`src/hdl/lfr_pkg.sv`:
```
`default_nettype none
// ---------------------------------------------------------------------------
// LRU frame replacer package
// Shared widths, command codes and controller/datapath interface types.
// ---------------------------------------------------------------------------
package lfr_pkg;

	localparam int FRAMES     = 64;   // frame pool size
	localparam int FRAME_W    = 6;    // width of frame number fields
	localparam int CNT_W      = 7;    // width of count and capacity
	localparam int CMD_W      = 2;

	localparam logic [CNT_W-1:0] CAP_RESET = 7'd64;

	localparam logic [CMD_W-1:0] CMD_VICTIM = 2'd0;
	localparam logic [CMD_W-1:0] CMD_PIN    = 2'd1;
	localparam logic [CMD_W-1:0] CMD_UNPIN  = 2'd2;

	// controller -> datapath
	typedef struct packed {
		logic capture;   // latch an accepted request
		logic rd;        // read link and tracked stores
		logic exec;      // apply update, load result register
		logic clr;       // one step of the tracked-store clearing pass
	} dp_cmd_t;

	// datapath -> controller
	typedef struct packed {
		logic clr_last;  // clearing pass at last entry
	} dp_sts_t;

endpackage : lfr_pkg
`default_nettype wire

```
`src/hdl/lfr_ctrl.sv`:
```
`default_nettype none
// ---------------------------------------------------------------------------
// LRU frame replacer controller
// Sequences clearing pass, request capture, store read and update, and
// owns both request handshakes.
// ---------------------------------------------------------------------------
module lfr_ctrl
	import lfr_pkg::*;
(
	input  wire logic    clk,
	input  wire logic    arst_n,
	input  wire logic    in_valid,
	output logic         in_ready,
	output logic         out_valid,
	input  wire logic    out_ready,
	output dp_cmd_t      cmd,
	input  wire dp_sts_t sts
);

	localparam logic [1:0] S_CLEAR = 2'd0;
	localparam logic [1:0] S_IDLE  = 2'd1;
	localparam logic [1:0] S_READ  = 2'd2;
	localparam logic [1:0] S_EXEC  = 2'd3;

	logic [1:0] state_q;
	logic [1:0] state_d;
	logic       out_valid_q;
	logic       exec_go;

	// result slot is free when empty or being drained this cycle
	assign exec_go   = (state_q == S_EXEC) && (!out_valid_q || out_ready);
	assign in_ready  = (state_q == S_IDLE);
	assign out_valid = out_valid_q;

	always_comb begin
		cmd         = '0;
		cmd.capture = in_valid && in_ready;
		cmd.rd      = (state_q == S_READ);
		cmd.exec    = exec_go;
		cmd.clr     = (state_q == S_CLEAR);
	end

	always_comb begin
		state_d = state_q;
		unique case (state_q)
			S_CLEAR: begin
				if (sts.clr_last)
					state_d = S_IDLE;
			end
			S_IDLE: begin
				if (in_valid)
					state_d = S_READ;
			end
			S_READ: state_d = S_EXEC;
			S_EXEC: begin
				if (exec_go)
					state_d = S_IDLE;
			end
			default: state_d = S_CLEAR;
		endcase
	end

	always_ff @(posedge clk or negedge arst_n) begin
		if (!arst_n) begin
			state_q     <= S_CLEAR;
			out_valid_q <= 1'b0;
		end else begin
			state_q <= state_d;
			if (exec_go)
				out_valid_q <= 1'b1;
			else if (out_ready)
				out_valid_q <= 1'b0;
		end
	end

endmodule : lfr_ctrl
`default_nettype wire

```
`src/hdl/lfr_dp.sv`:
```
`default_nettype none
// ---------------------------------------------------------------------------
// LRU frame replacer datapath
// Link stores, tracked store, list end pointers, count, capacity and the
// result register.
// ---------------------------------------------------------------------------
module lfr_dp
	import lfr_pkg::*;
(
	input  wire logic               clk,
	input  wire logic               arst_n,
	input  wire dp_cmd_t            cmd,
	output dp_sts_t                 sts,
	input  wire logic               cfg_we,
	input  wire logic [CNT_W-1:0]   capacity,
	input  wire logic [CMD_W-1:0]   command,
	input  wire logic [FRAME_W-1:0] frame,
	output logic                    done_res,
	output logic [FRAME_W-1:0]      victim_frame,
	output logic [CNT_W-1:0]        tracked_count
);

	localparam int FW = $clog2(FRAMES);

	// stores: contents of link entries matter only while tracked
	logic [FW-1:0] newer_mem [FRAMES];
	logic [FW-1:0] older_mem [FRAMES];
	logic          trk_mem   [FRAMES];

	logic [CNT_W-1:0]   cap_q;
	logic [CNT_W-1:0]   count_q;
	logic [FW-1:0]      newest_q;
	logic [FW-1:0]      oldest_q;
	logic [FW-1:0]      clr_q;

	logic [CMD_W-1:0]   cmd_q;
	logic [FRAME_W-1:0] frame_q;
	logic [FW-1:0]      tgt_q;

	logic [FW-1:0]      newer_rd_q;
	logic [FW-1:0]      older_rd_q;
	logic               trk_rd_q;

	logic               done_q;
	logic [FRAME_W-1:0] victim_q;
	logic [CNT_W-1:0]   tcount_q;

	logic               is_vic, is_pin, is_unpin, in_rng, nonempty;
	logic               do_unlink, do_insert, mid;
	logic               nl_we, ol_we, trk_we;
	logic [FW-1:0]      nl_addr, nl_data, ol_addr, ol_data, trk_addr;
	logic               trk_data;
	logic [FW-1:0]      newest_d, oldest_d;
	logic [CNT_W-1:0]   count_d;

	assign sts.clr_last = (clr_q == FW'(FRAMES - 1));

	assign is_vic   = (cmd_q == CMD_VICTIM);
	assign is_pin   = (cmd_q == CMD_PIN);
	assign is_unpin = (cmd_q == CMD_UNPIN);
	assign in_rng   = (32'(frame_q) < 32'(FRAMES));
	assign nonempty = (count_q != '0);

	assign do_unlink = (is_vic && nonempty) || (is_pin && in_rng && trk_rd_q);
	assign do_insert = is_unpin && in_rng && (count_q < cap_q) && !trk_rd_q;
	// frame sits strictly inside the list
	assign mid = (count_q > CNT_W'(1)) && (tgt_q != oldest_q) && (tgt_q != newest_q);

	always_comb begin
		nl_we    = 1'b0;
		ol_we    = 1'b0;
		nl_addr  = newer_rd_q;
		nl_data  = tgt_q;
		ol_addr  = tgt_q;
		ol_data  = newest_q;
		trk_we   = cmd.clr;
		trk_addr = clr_q;
		trk_data = 1'b0;
		newest_d = newest_q;
		oldest_d = oldest_q;
		count_d  = count_q;
		if (cmd.exec && do_unlink) begin
			trk_we   = 1'b1;
			trk_addr = tgt_q;
			count_d  = count_q - CNT_W'(1);
			priority if (count_q <= CNT_W'(1)) begin
				newest_d = '0;
				oldest_d = '0;
			end else if (tgt_q == oldest_q) begin
				oldest_d = newer_rd_q;
			end else if (tgt_q == newest_q) begin
				newest_d = older_rd_q;
			end else if (mid) begin
				// bridge the neighbours
				nl_we   = 1'b1;
				nl_addr = older_rd_q;
				nl_data = newer_rd_q;
				ol_we   = 1'b1;
				ol_addr = newer_rd_q;
				ol_data = older_rd_q;
			end
		end else if (cmd.exec && do_insert) begin
			trk_we   = 1'b1;
			trk_addr = tgt_q;
			trk_data = 1'b1;
			count_d  = count_q + CNT_W'(1);
			newest_d = tgt_q;
			if (!nonempty) begin
				oldest_d = tgt_q;
			end else begin
				nl_we   = 1'b1;
				nl_addr = newest_q;
				nl_data = tgt_q;
				ol_we   = 1'b1;
				ol_addr = tgt_q;
				ol_data = newest_q;
			end
		end
	end

	always_ff @(posedge clk) begin
		if (nl_we)
			newer_mem[nl_addr] <= nl_data;
		if (ol_we)
			older_mem[ol_addr] <= ol_data;
		if (trk_we)
			trk_mem[trk_addr] <= trk_data;
		if (cmd.rd) begin
			newer_rd_q <= newer_mem[tgt_q];
			older_rd_q <= older_mem[tgt_q];
			trk_rd_q   <= trk_mem[tgt_q];
		end
	end

	always_ff @(posedge clk) begin
		if (cmd.capture) begin
			cmd_q   <= command;
			frame_q <= frame;
			tgt_q   <= (command == CMD_VICTIM) ? oldest_q : FW'(frame);
		end
		if (cmd.exec) begin
			done_q   <= do_unlink || do_insert;
			victim_q <= (is_vic && nonempty) ? FRAME_W'(tgt_q) : '0;
			tcount_q <= count_d;
		end
	end

	always_ff @(posedge clk or negedge arst_n) begin
		if (!arst_n) begin
			cap_q    <= CAP_RESET;
			count_q  <= '0;
			newest_q <= '0;
			oldest_q <= '0;
			clr_q    <= '0;
		end else begin
			if (cfg_we)
				cap_q <= capacity;
			if (cmd.clr)
				clr_q <= clr_q + FW'(1);
			count_q  <= count_d;
			newest_q <= newest_d;
			oldest_q <= oldest_d;
		end
	end

	assign done_res      = done_q;
	assign victim_frame  = victim_q;
	assign tracked_count = tcount_q;

endmodule : lfr_dp
`default_nettype wire

```
`src/hdl/lru_frame_replacer_core.sv`:
```
`default_nettype none
// ---------------------------------------------------------------------------
// LRU frame replacer core
// Recency list of evictable frames with victim, pin and unpin requests.
// ---------------------------------------------------------------------------
// Each request is accepted in the idle state, then reads the link and
// tracked stores (registered read), then updates the list and loads the
// result register, which offers the result. The block takes no new request
// until the update of the last one is done. A request is accepted while a
// previous result still waits; its update stalls only if that result has
// not been taken by then. After reset the tracked store is cleared one entry
// a cycle, through all FRAMES entries, before the first request is accepted;
// capacity writes are taken throughout.
// ---------------------------------------------------------------------------
module lru_frame_replacer_core
	import lfr_pkg::*;
(
	input  wire logic               clk,
	input  wire logic               arst_n,
	input  wire logic               cfg_valid,
	output logic                    cfg_ready,
	input  wire logic [CNT_W-1:0]   capacity,
	input  wire logic               in_valid,
	output logic                    in_ready,
	input  wire logic [CMD_W-1:0]   command,
	input  wire logic [FRAME_W-1:0] frame,
	output logic                    out_valid,
	input  wire logic               out_ready,
	output logic                    done_res,
	output logic [FRAME_W-1:0]      victim_frame,
	output logic [CNT_W-1:0]        tracked_count
);

	dp_cmd_t cmd;
	dp_sts_t sts;

	assign cfg_ready = 1'b1;

	lfr_ctrl u_ctrl (
		.clk       (clk),
		.arst_n    (arst_n),
		.in_valid  (in_valid),
		.in_ready  (in_ready),
		.out_valid (out_valid),
		.out_ready (out_ready),
		.cmd       (cmd),
		.sts       (sts)
	);

	lfr_dp u_dp (
		.clk           (clk),
		.arst_n        (arst_n),
		.cmd           (cmd),
		.sts           (sts),
		.cfg_we        (cfg_valid && cfg_ready),
		.capacity      (capacity),
		.command       (command),
		.frame         (frame),
		.done_res      (done_res),
		.victim_frame  (victim_frame),
		.tracked_count (tracked_count)
	);

endmodule : lru_frame_replacer_core
`default_nettype wire

```
`config.mk`:
```
export PLATFORM = sky130hd
export DESIGN_NAME = lru_frame_replacer_core
export DESIGN_NICKNAME = d
export VERILOG_FILES = /design/src/hdl/lfr_pkg.sv /design/src/hdl/lfr_ctrl.sv /design/src/hdl/lfr_dp.sv /design/src/hdl/lru_frame_replacer_core.sv
export SDC_FILE = /design/constraint.sdc
export NUM_CORES = 1
export LEC_CHECK = 0
export ABC_AREA = 1
export ABC_CLOCK_PERIOD_IN_PS = 9100
export BUFFER_PORTS_ARGS = -buffer_cell sky130_fd_sc_hd__clkbuf_2
export CAP_MARGIN = 40
export CORE_MARGIN = 1.5
export CORE_UTILIZATION = 48
export DETAILED_ROUTE_END_ITERATION = 7
export GPL_ROUTABILITY_DRIVEN = 0
export MAX_ROUTING_LAYER = met4
export SYNTH_ARGS = -nofsm -noshare
export SYNTH_HDL_FRONTEND = slang
export SYNTH_SLANG_ARGS = --single-unit
```
`constraint.sdc`:
```
create_clock -name clk -period 9.1 [get_ports clk]
set_clock_uncertainty 0.15 [all_clocks]
set_input_delay 0.455 -clock clk [delete_from_list [all_inputs] [get_ports clk]]
set_output_delay 0.455 -clock clk [all_outputs]
set_load 0.02 [all_outputs]
```
==> results of run 1 <==
## per-stage QoR
stage          utilization  cells  instance area [µm²]  power [µW]  setup slack [ns]
2_1_floorplan            -   3176                37850        7188             3.793
3_3_place_gp        0.5004   4082                38890        8340             3.855
3_5_place_dp        0.5057   4098                39300        8489             3.768
4_1_cts             0.5450   4275                42360       12170             3.762
5_1_grt             0.5450   4275                42360       12600             3.392
6_report            0.5450   4275                42360       12130             3.954
## kinds of logic (layout without fill, tap and decap cells)
| kind of cell | after synthesis | after routing | share of synthesized area |
|---|---|---|---|
| AO/OA/AOI/OAI | 884 | 884 | 0.1313 |
| XOR/XNOR | 13 | 13 | 0.003009 |
| adder cells (fa/ha/maj) | 15 | 15 | 0.004959 |
| buffers and inverters | 285 | 344 | 0.03009 |
| flip-flops | 902 | 902 | 0.7111 |
| multiplexers | 1 | 1 | 0.0002975 |
| other | 1 | 1 | 0.00009909 |
| AND/OR/NAND/NOR | 1075 | 1075 | 0.1192 |
## state kept, by name, summed over array words and instances (netlist names)
register and count:
u_dp.trk_mem 64, u_dp.count_q 7, u_ctrl.out_valid 1, u_dp.newest_q 6
u_dp.victim_frame 6, u_dp.trk_rd_q 1, u_dp.oldest_q 6, u_dp.older_mem 384
u_dp.clr_q 6, u_dp.tgt_q 6, u_dp.done_res 1, u_dp.older_rd_q 6
u_dp.newer_mem 384, u_ctrl.state_q 2, u_dp.tracked_count 7, u_dp.cap_q 7
u_dp.newer_rd_q 6, u_dp.cmd_q 2
## final cells by class
type                            instances  area, µm²
Fill cell                            6487      35360
Clock buffer                          113       2422
Multi-Input combinational cell       1989       9917
Timing Repair Buffer                   92      940.9
Clock inverter                         53      529.3
Sequential cell                       902      26910
Inverter                               86      339.1
Tap cell                             1040       1301
## power breakdown
group	internal, µW	switching [µW]	leakage [µW]
clock network	2120	1580	0.00144
registers	5240	110	0.00818
logic	730	2340	0.00428
total	8100	4030	0.0139
## cells in the mapped netlist (2+ instances only)
cell and number:
o211ai_1 39, nand3_2 14, nor2_4 3, nor2_1 711, nand3_1 56, o21ai_4 5
nand3_4 2, o21bai_1 3, nand4_1 10, nand2_1 236, xor2_1 12, a21oi_1 38
nand4_4 8, nand2_4 2, o21ai_0 550, ha_1 15, or2_2 5, nand2_2 12
nor3_1 3, buf_2 31, buf_4 4, buf_1 11, o22ai_1 218, inv_2 23
nor2_2 9, o32ai_1 3, o221ai_1 14, edfxtp_1 867, inv_1 63, clkbuf_1 151
dfrtp_1 34, o21ai_2 5, o21ai_1 4, buf_6 2
## routing by layer
metal | global-route usage | part of all wire
met5 | - | 0
met4 | 0.07286 | 0.026
met3 | 0.03867 | 0.080
met2 | 0.3979 | 0.47
met1 | 0.3480 | 0.42
## worst paths after layout
kind                                                    to  slack, ns  cells after the start
hold / removal                   u_dp.cap_q[0]$_DFFE_PN0P_       0.04                      2
min in group clk                   u_dp.tgt_q[2]$_DFFE_PP_       0.05                      3
max in group asynchronous        u_dp.cap_q[6]$_DFFE_PN1P_       8.26                      3
setup / recovery           u_dp.older_mem[41][1]$_DFFE_PP_       3.95                     13
hold reg to reg                  u_dp.cap_q[6]$_DFFE_PN1P_       0.36                      2
setup reg to reg           u_dp.older_mem[41][1]$_DFFE_PP_       3.95                     13
## worst reg2reg max path, cell delays in order, from the launching register on
cell	delay [ns]
edfxtp_1	0.56
buf_12	0.49
nand2_1	0.24
nand2_1	0.09
nor2_1	0.05
nand3_2	0.14
nand3_2	0.32
nor2_2	0.83
nand2_1	0.22
o21ai_4	0.10
buf_4	0.62
and2_4	0.34
nand2_2	0.19
nor2_1	0.45
## what timing repair did
action	4_1_cts	5_1_grt
hold buffers	11	0
endpoints found under the hold margin	45	0
setup buffers	0	0
==> results_dict.tcl, run 1 <==
set metrics [dict create \
    crit_top_cell "nand2_1" \
    synth_area_per_cell_um2 11.92 \
    grt_overflow 0 \
    startpoint "u_dp.tgt_q[0]$_DFFE_PP_" \
    clk_latency_ns 0.65 \
    ys_seq_area_frac 0.7111 \
    dr_total_vias 25540 \
    max-cap-violations 0 \
    cts_tree "yes" \
    clk_pin_slew_ns 0.06 \
    rows 102 \
    drive_gt1_frac 0.09706 \
    synth_nets 3211 \
    die_area_um2 80540 \
    finalNetCount 3198 \
    required_ns 9.23 \
    cp-end-kind "flop" \
    ir_drop_mv 0.2438 \
    hpwl_mm 59.59 \
    synthDistinctLibCells 47 \
    synth_flop_cell "edfxtp_1" \
    critical_path_buf_inv_count 2 \
    dr.pass1.iters 6 \
    outcome "completed" \
    antenna_left 0 \
    ys_ff_latch 902 \
    cts_buffers 92 \
    syn_inst 3176 \
    critPathMaxStageDelay_ns 0.83 \
    grt_pass1_vias 24990 \
    setup.worst_path.start_class "flop" \
    setup_viol 0 \
    worst-slew-pin-transition_ns 1.222 \
    setup.worst_path.class "reg -> reg" \
    cts.path.max_buffers 3 \
    antenna_cells 0 \
    root_buffer "clkbuf_16" \
    antenna_found_initial 1 \
    r2r-start "u_dp.tgt_q[0]$_DFFE_PP_" \
    cp_max_fo 178 \
    cp.arrival_ns 5.28 \
    syn_to_final_growth_pct 11.94 \
    grt_max_degree 243 \
    ctsResizeCount 0 \
    grt_usage 0.2546 \
    rsz0062_at_grt "false" \
    synth_async_sr_flop_share 0.03880 \
    max_freq_mhz 194.3 \
    p_leak_uw 0.01391 \
    drt_wl_total_mm 100.4 \
    hold_class "in -> async" \
    slowest_stage "nor2_2" \
    yosysWarningCount 0 \
    fin_crit_ns 5.146 \
    clock_sinks 902 \
    die_height_um 283.8 \
    fin_crit_sh 0.5655 \
    ioPinCount 37 \
    yosysTopAreaCell "edfxtp_1" \
    drt_iter0_drc 2752 \
    hold_violations 0 \
    cp_top_family "simple AND/OR/NAND/NOR gates" \
    netlist_area_um2 37850 \
    crit_path_cell_trace "buf_12 -> nand2_1 -> nand2_1 -> nor2_1 -> nand3_2 -> nand3_2 -> nor2_2 -> nand2_1 -> o21ai_4 -> buf_4 -> and2_4 -> nand2_2 -> nor2_1" \
    fp.coreArea_um2 77720 \
    final_common_cell "edfxtp_1" \
    synth_edf_count 867 \
    grt_pass1_wl_mm 152.1 \
    start_util 0.4869 \
    fin_setup_tns_ns 0 \
    final_cell_mix "edfxtp_1 (867), nor2_1 (710), o21ai_0 (550), nand2_1 (236), o22ai_1 (215)" \
    p_per_area_nw_per_um2 286.4 \
    ys_top_cells_by_area "edfxtp_1 (69%), o21ai_0 (7.3%), nor2_1 (7.1%)" \
    synth_top_area_share 0.6879 \
    holdWs_ns 0.03776 \
    slew_violations 0 \
    avgRoutedWirePerCell_um 23.49 \
    die_w_um 283.8 \
    route.detailed.drc 0 \
    io_buffer_count 35 \
    vias_per_cell 5.975 \
    slew_headroom 0.1853 \
    h-tree-depth 3 \
]
No activity file was read; power rests on OpenSTA's default activity.
==> inputs of run 2 (changes only) <==
ABC_CLOCK_PERIOD_IN_PS = 5300   (was 9100)
clock period = 5.3 ns   (was 9.1 ns; I/O delays follow)
==> run 2 against run 1 <==
Effect of this change: total power up 69%; clock power up 70%; routed wire length down 1.8%; fmax up 8.7%; die area unchanged; sequential share of layout area up 0.11 points; largest power group unchanged.
==> results_dict.tcl, run 2 (synthesized netlist as in run 1, its figures left out) <==
set metrics [dict create \
    outcome "completed" \
    r2r_cells 9 \
    cp_max_fo 23 \
    seq_area_um2 26910 \
    drive_gt1_frac 0.09462 \
    grt_pass1_wl_mm 150.4 \
    cts_tree "yes" \
    start_util 0.4869 \
    holdWs_ns 0.2055 \
    worst-slew-pin-transition_ns 1.002 \
    crit_path_cell_trace "xor2_1 -> nor2_1 -> nand3_2 -> nand3_2 -> nor2_2 -> a21oi_1 -> inv_2 -> nand4_1 -> nor2_1" \
    critPathMaxStageDelay_ns 0.98 \
    slew_headroom 0.3322 \
    p_per_area_nw_per_um2 484.0 \
    fin_crit_sh 0.8931 \
    cts.path.max_buffers 3 \
    hold_class "in -> reg" \
    avgRoutedWirePerCell_um 22.95 \
    route.detailed.drc 0 \
    cp.arrival_ns 4.85 \
    worstSetupEndpoint "u_dp.newer_mem[25][5]$_DFFE_PP_" \
    grt_overflow 0 \
    setup.worst_path.class "reg -> reg" \
    final_util 0.5441 \
    rsz0062_at_grt "false" \
    final_common_cell "edfxtp_1" \
    fin_crit_ns 4.733 \
    cp-end-kind "flop" \
    max_freq_mhz 211.3 \
    antenna_found_initial 0 \
    r2r_slack_ns 0.57 \
    syn_to_final_growth_pct 11.74 \
    fin_setup_tns_ns 0 \
    finalNetCount 3214 \
    ctsResizeCount 0 \
    setup.worst_path.start_class "flop" \
    ctsHoldBuffers 33 \
    vias_per_cell 5.921 \
    r2r_end "u_dp.newer_mem[25][5]$_DFFE_PP_" \
    h-tree-depth 3 \
    clk_latency_ns 0.66 \
    ioPinCount 37 \
    dr.pass1.iters 6 \
    cp.depth 9 \
    postCtsSetupRepairBufs 0 \
    cp_top_family "simple AND/OR/NAND/NOR gates" \
    fp.coreArea_um2 77720 \
    final_cell_mix "edfxtp_1 (867), nor2_1 (710), o21ai_0 (550), nand2_1 (236), o22ai_1 (215)" \
    nFillCells 6444 \
    grt_pass1_vias 25030 \
    r2r-start "u_dp.tgt_q[3]$_DFFE_PP_" \
    dp_worst_setup_slack_ns 0.6201 \
    critical_path_buf_inv_count 1 \
    multi_input_area_um2 9917 \
    die_height_um 283.8 \
    slowest_stage "edfxtp_1" \
    grt_max_degree 210 \
    grt_usage 0.2500 \
    p_leak_uw 0.01385 \
    die_area_um2 80540 \
    die_w_um 283.8 \
    clk_pin_slew_ns 0.06 \
    root_buffer "clkbuf_16" \
    cts_buffers 92 \
    setup_ws_ns 0.5667 \
    hold_violations 0 \
    max-cap-violations 0 \
    setup_viol 0 \
    rows 102 \
    clock_sinks 902 \
    io_buffer_count 35 \
    antenna_left 0 \
    top_regs "u_dp.newer_mem (384), u_dp.older_mem (384), u_dp.trk_mem (64)" \
    ir_drop_mv 0.3682 \
    slew_violations 0 \
    dr_total_vias 25440 \
    startpoint "u_dp.tgt_q[3]$_DFFE_PP_" \
    drt_iter0_drc 2961 \
    hpwl_mm 57.18 \
    required_ns 5.42 \
    drt_wl_total_mm 98.58 \
]
## run 2: cell count changes in the layout (fill, tap and decap cells not counted), sizes merged
| cell | delta |
|---|---|
| clkinvlp | +3 |
| clkbuf | +4 |
| diode | +1 |
| dlygate4sd3 | +22 |
| clkinv | -2 |
| buf | -6 |
| inv | +2 |
| bufinv | -3 |
## run 2: stage by stage
stage,cells,instance area [µm²],total power (µW)
after floorplan,3176,37850,12340
after global placement,4089,38960,14250
after detailed placement,4092,39030,14290
after CTS,4295,42280,20530
after global routing,4295,42280,21300
final,4296,42290,20470
## run 2: layer usage
| metal | vias up | share of wire | GRT usage |
|---|---|---|---|
| li1 | 11570 | - | - |
| met1 | 12530 | 0.43 | 0.3408 |
| met2 | 1144 | 0.47 | 0.3879 |
| met3 | 190 | 0.079 | 0.04011 |
| met4 | 0 | 0.025 | 0.07634 |
| met5 | - | 0 | - |
## run 2: area by class of cell
cell class / count / share of cell area
Sequential cell: 902 / 0.6364
Multi-Input combinational cell: 1989 / 0.2345
Clock buffer: 117 / 0.05790
Tap cell: 1040 / 0.03077
Timing Repair Buffer: 108 / 0.02119
Clock inverter: 53 / 0.01118
Inverter: 86 / 0.007959
Antenna cell: 1 / 0.00005918
## run 2: how the worst min path moves through the flow
stage / from / endpoint / slack (ns) / cells past startpoint
6_report: command[0] / u_dp.cmd_q[0]$_DFFE_PP_ / 0.21 / 2
4_1_cts: command[0] / u_dp.cmd_q[0]$_DFFE_PP_ / 0.17 / 2
3_5_place_dp: arst_n / u_dp.clr_q[2]$_DFFE_PN0N_ / -0.02 / 1
5_1_grt: command[0] / u_dp.cmd_q[0]$_DFFE_PP_ / 0.20 / 2
2_1_floorplan: arst_n / u_ctrl.out_valid$_DFFE_PN0P_ / -0.18 / 0
3_3_place_gp: arst_n / u_dp.cap_q[3]$_DFFE_PN0P_ / 0.31 / 1
## run 2: power by group
group / internal (µW) / switching [µW]
Combinational: 1080 / 3880
Clock: 3540 / 2740
Sequential: 9020 / 205
## run 2: worst reg2reg max path: cells and delay by family (launching register included)
kind                      cells  cell delay (ns)
and+or+nand+nor               6             2.58
buffers and inverters         1             0.23
DFF                           1             0.98
AOI/OAI and AO/OA             1             0.20
xor gates and xnor gates      1             0.21
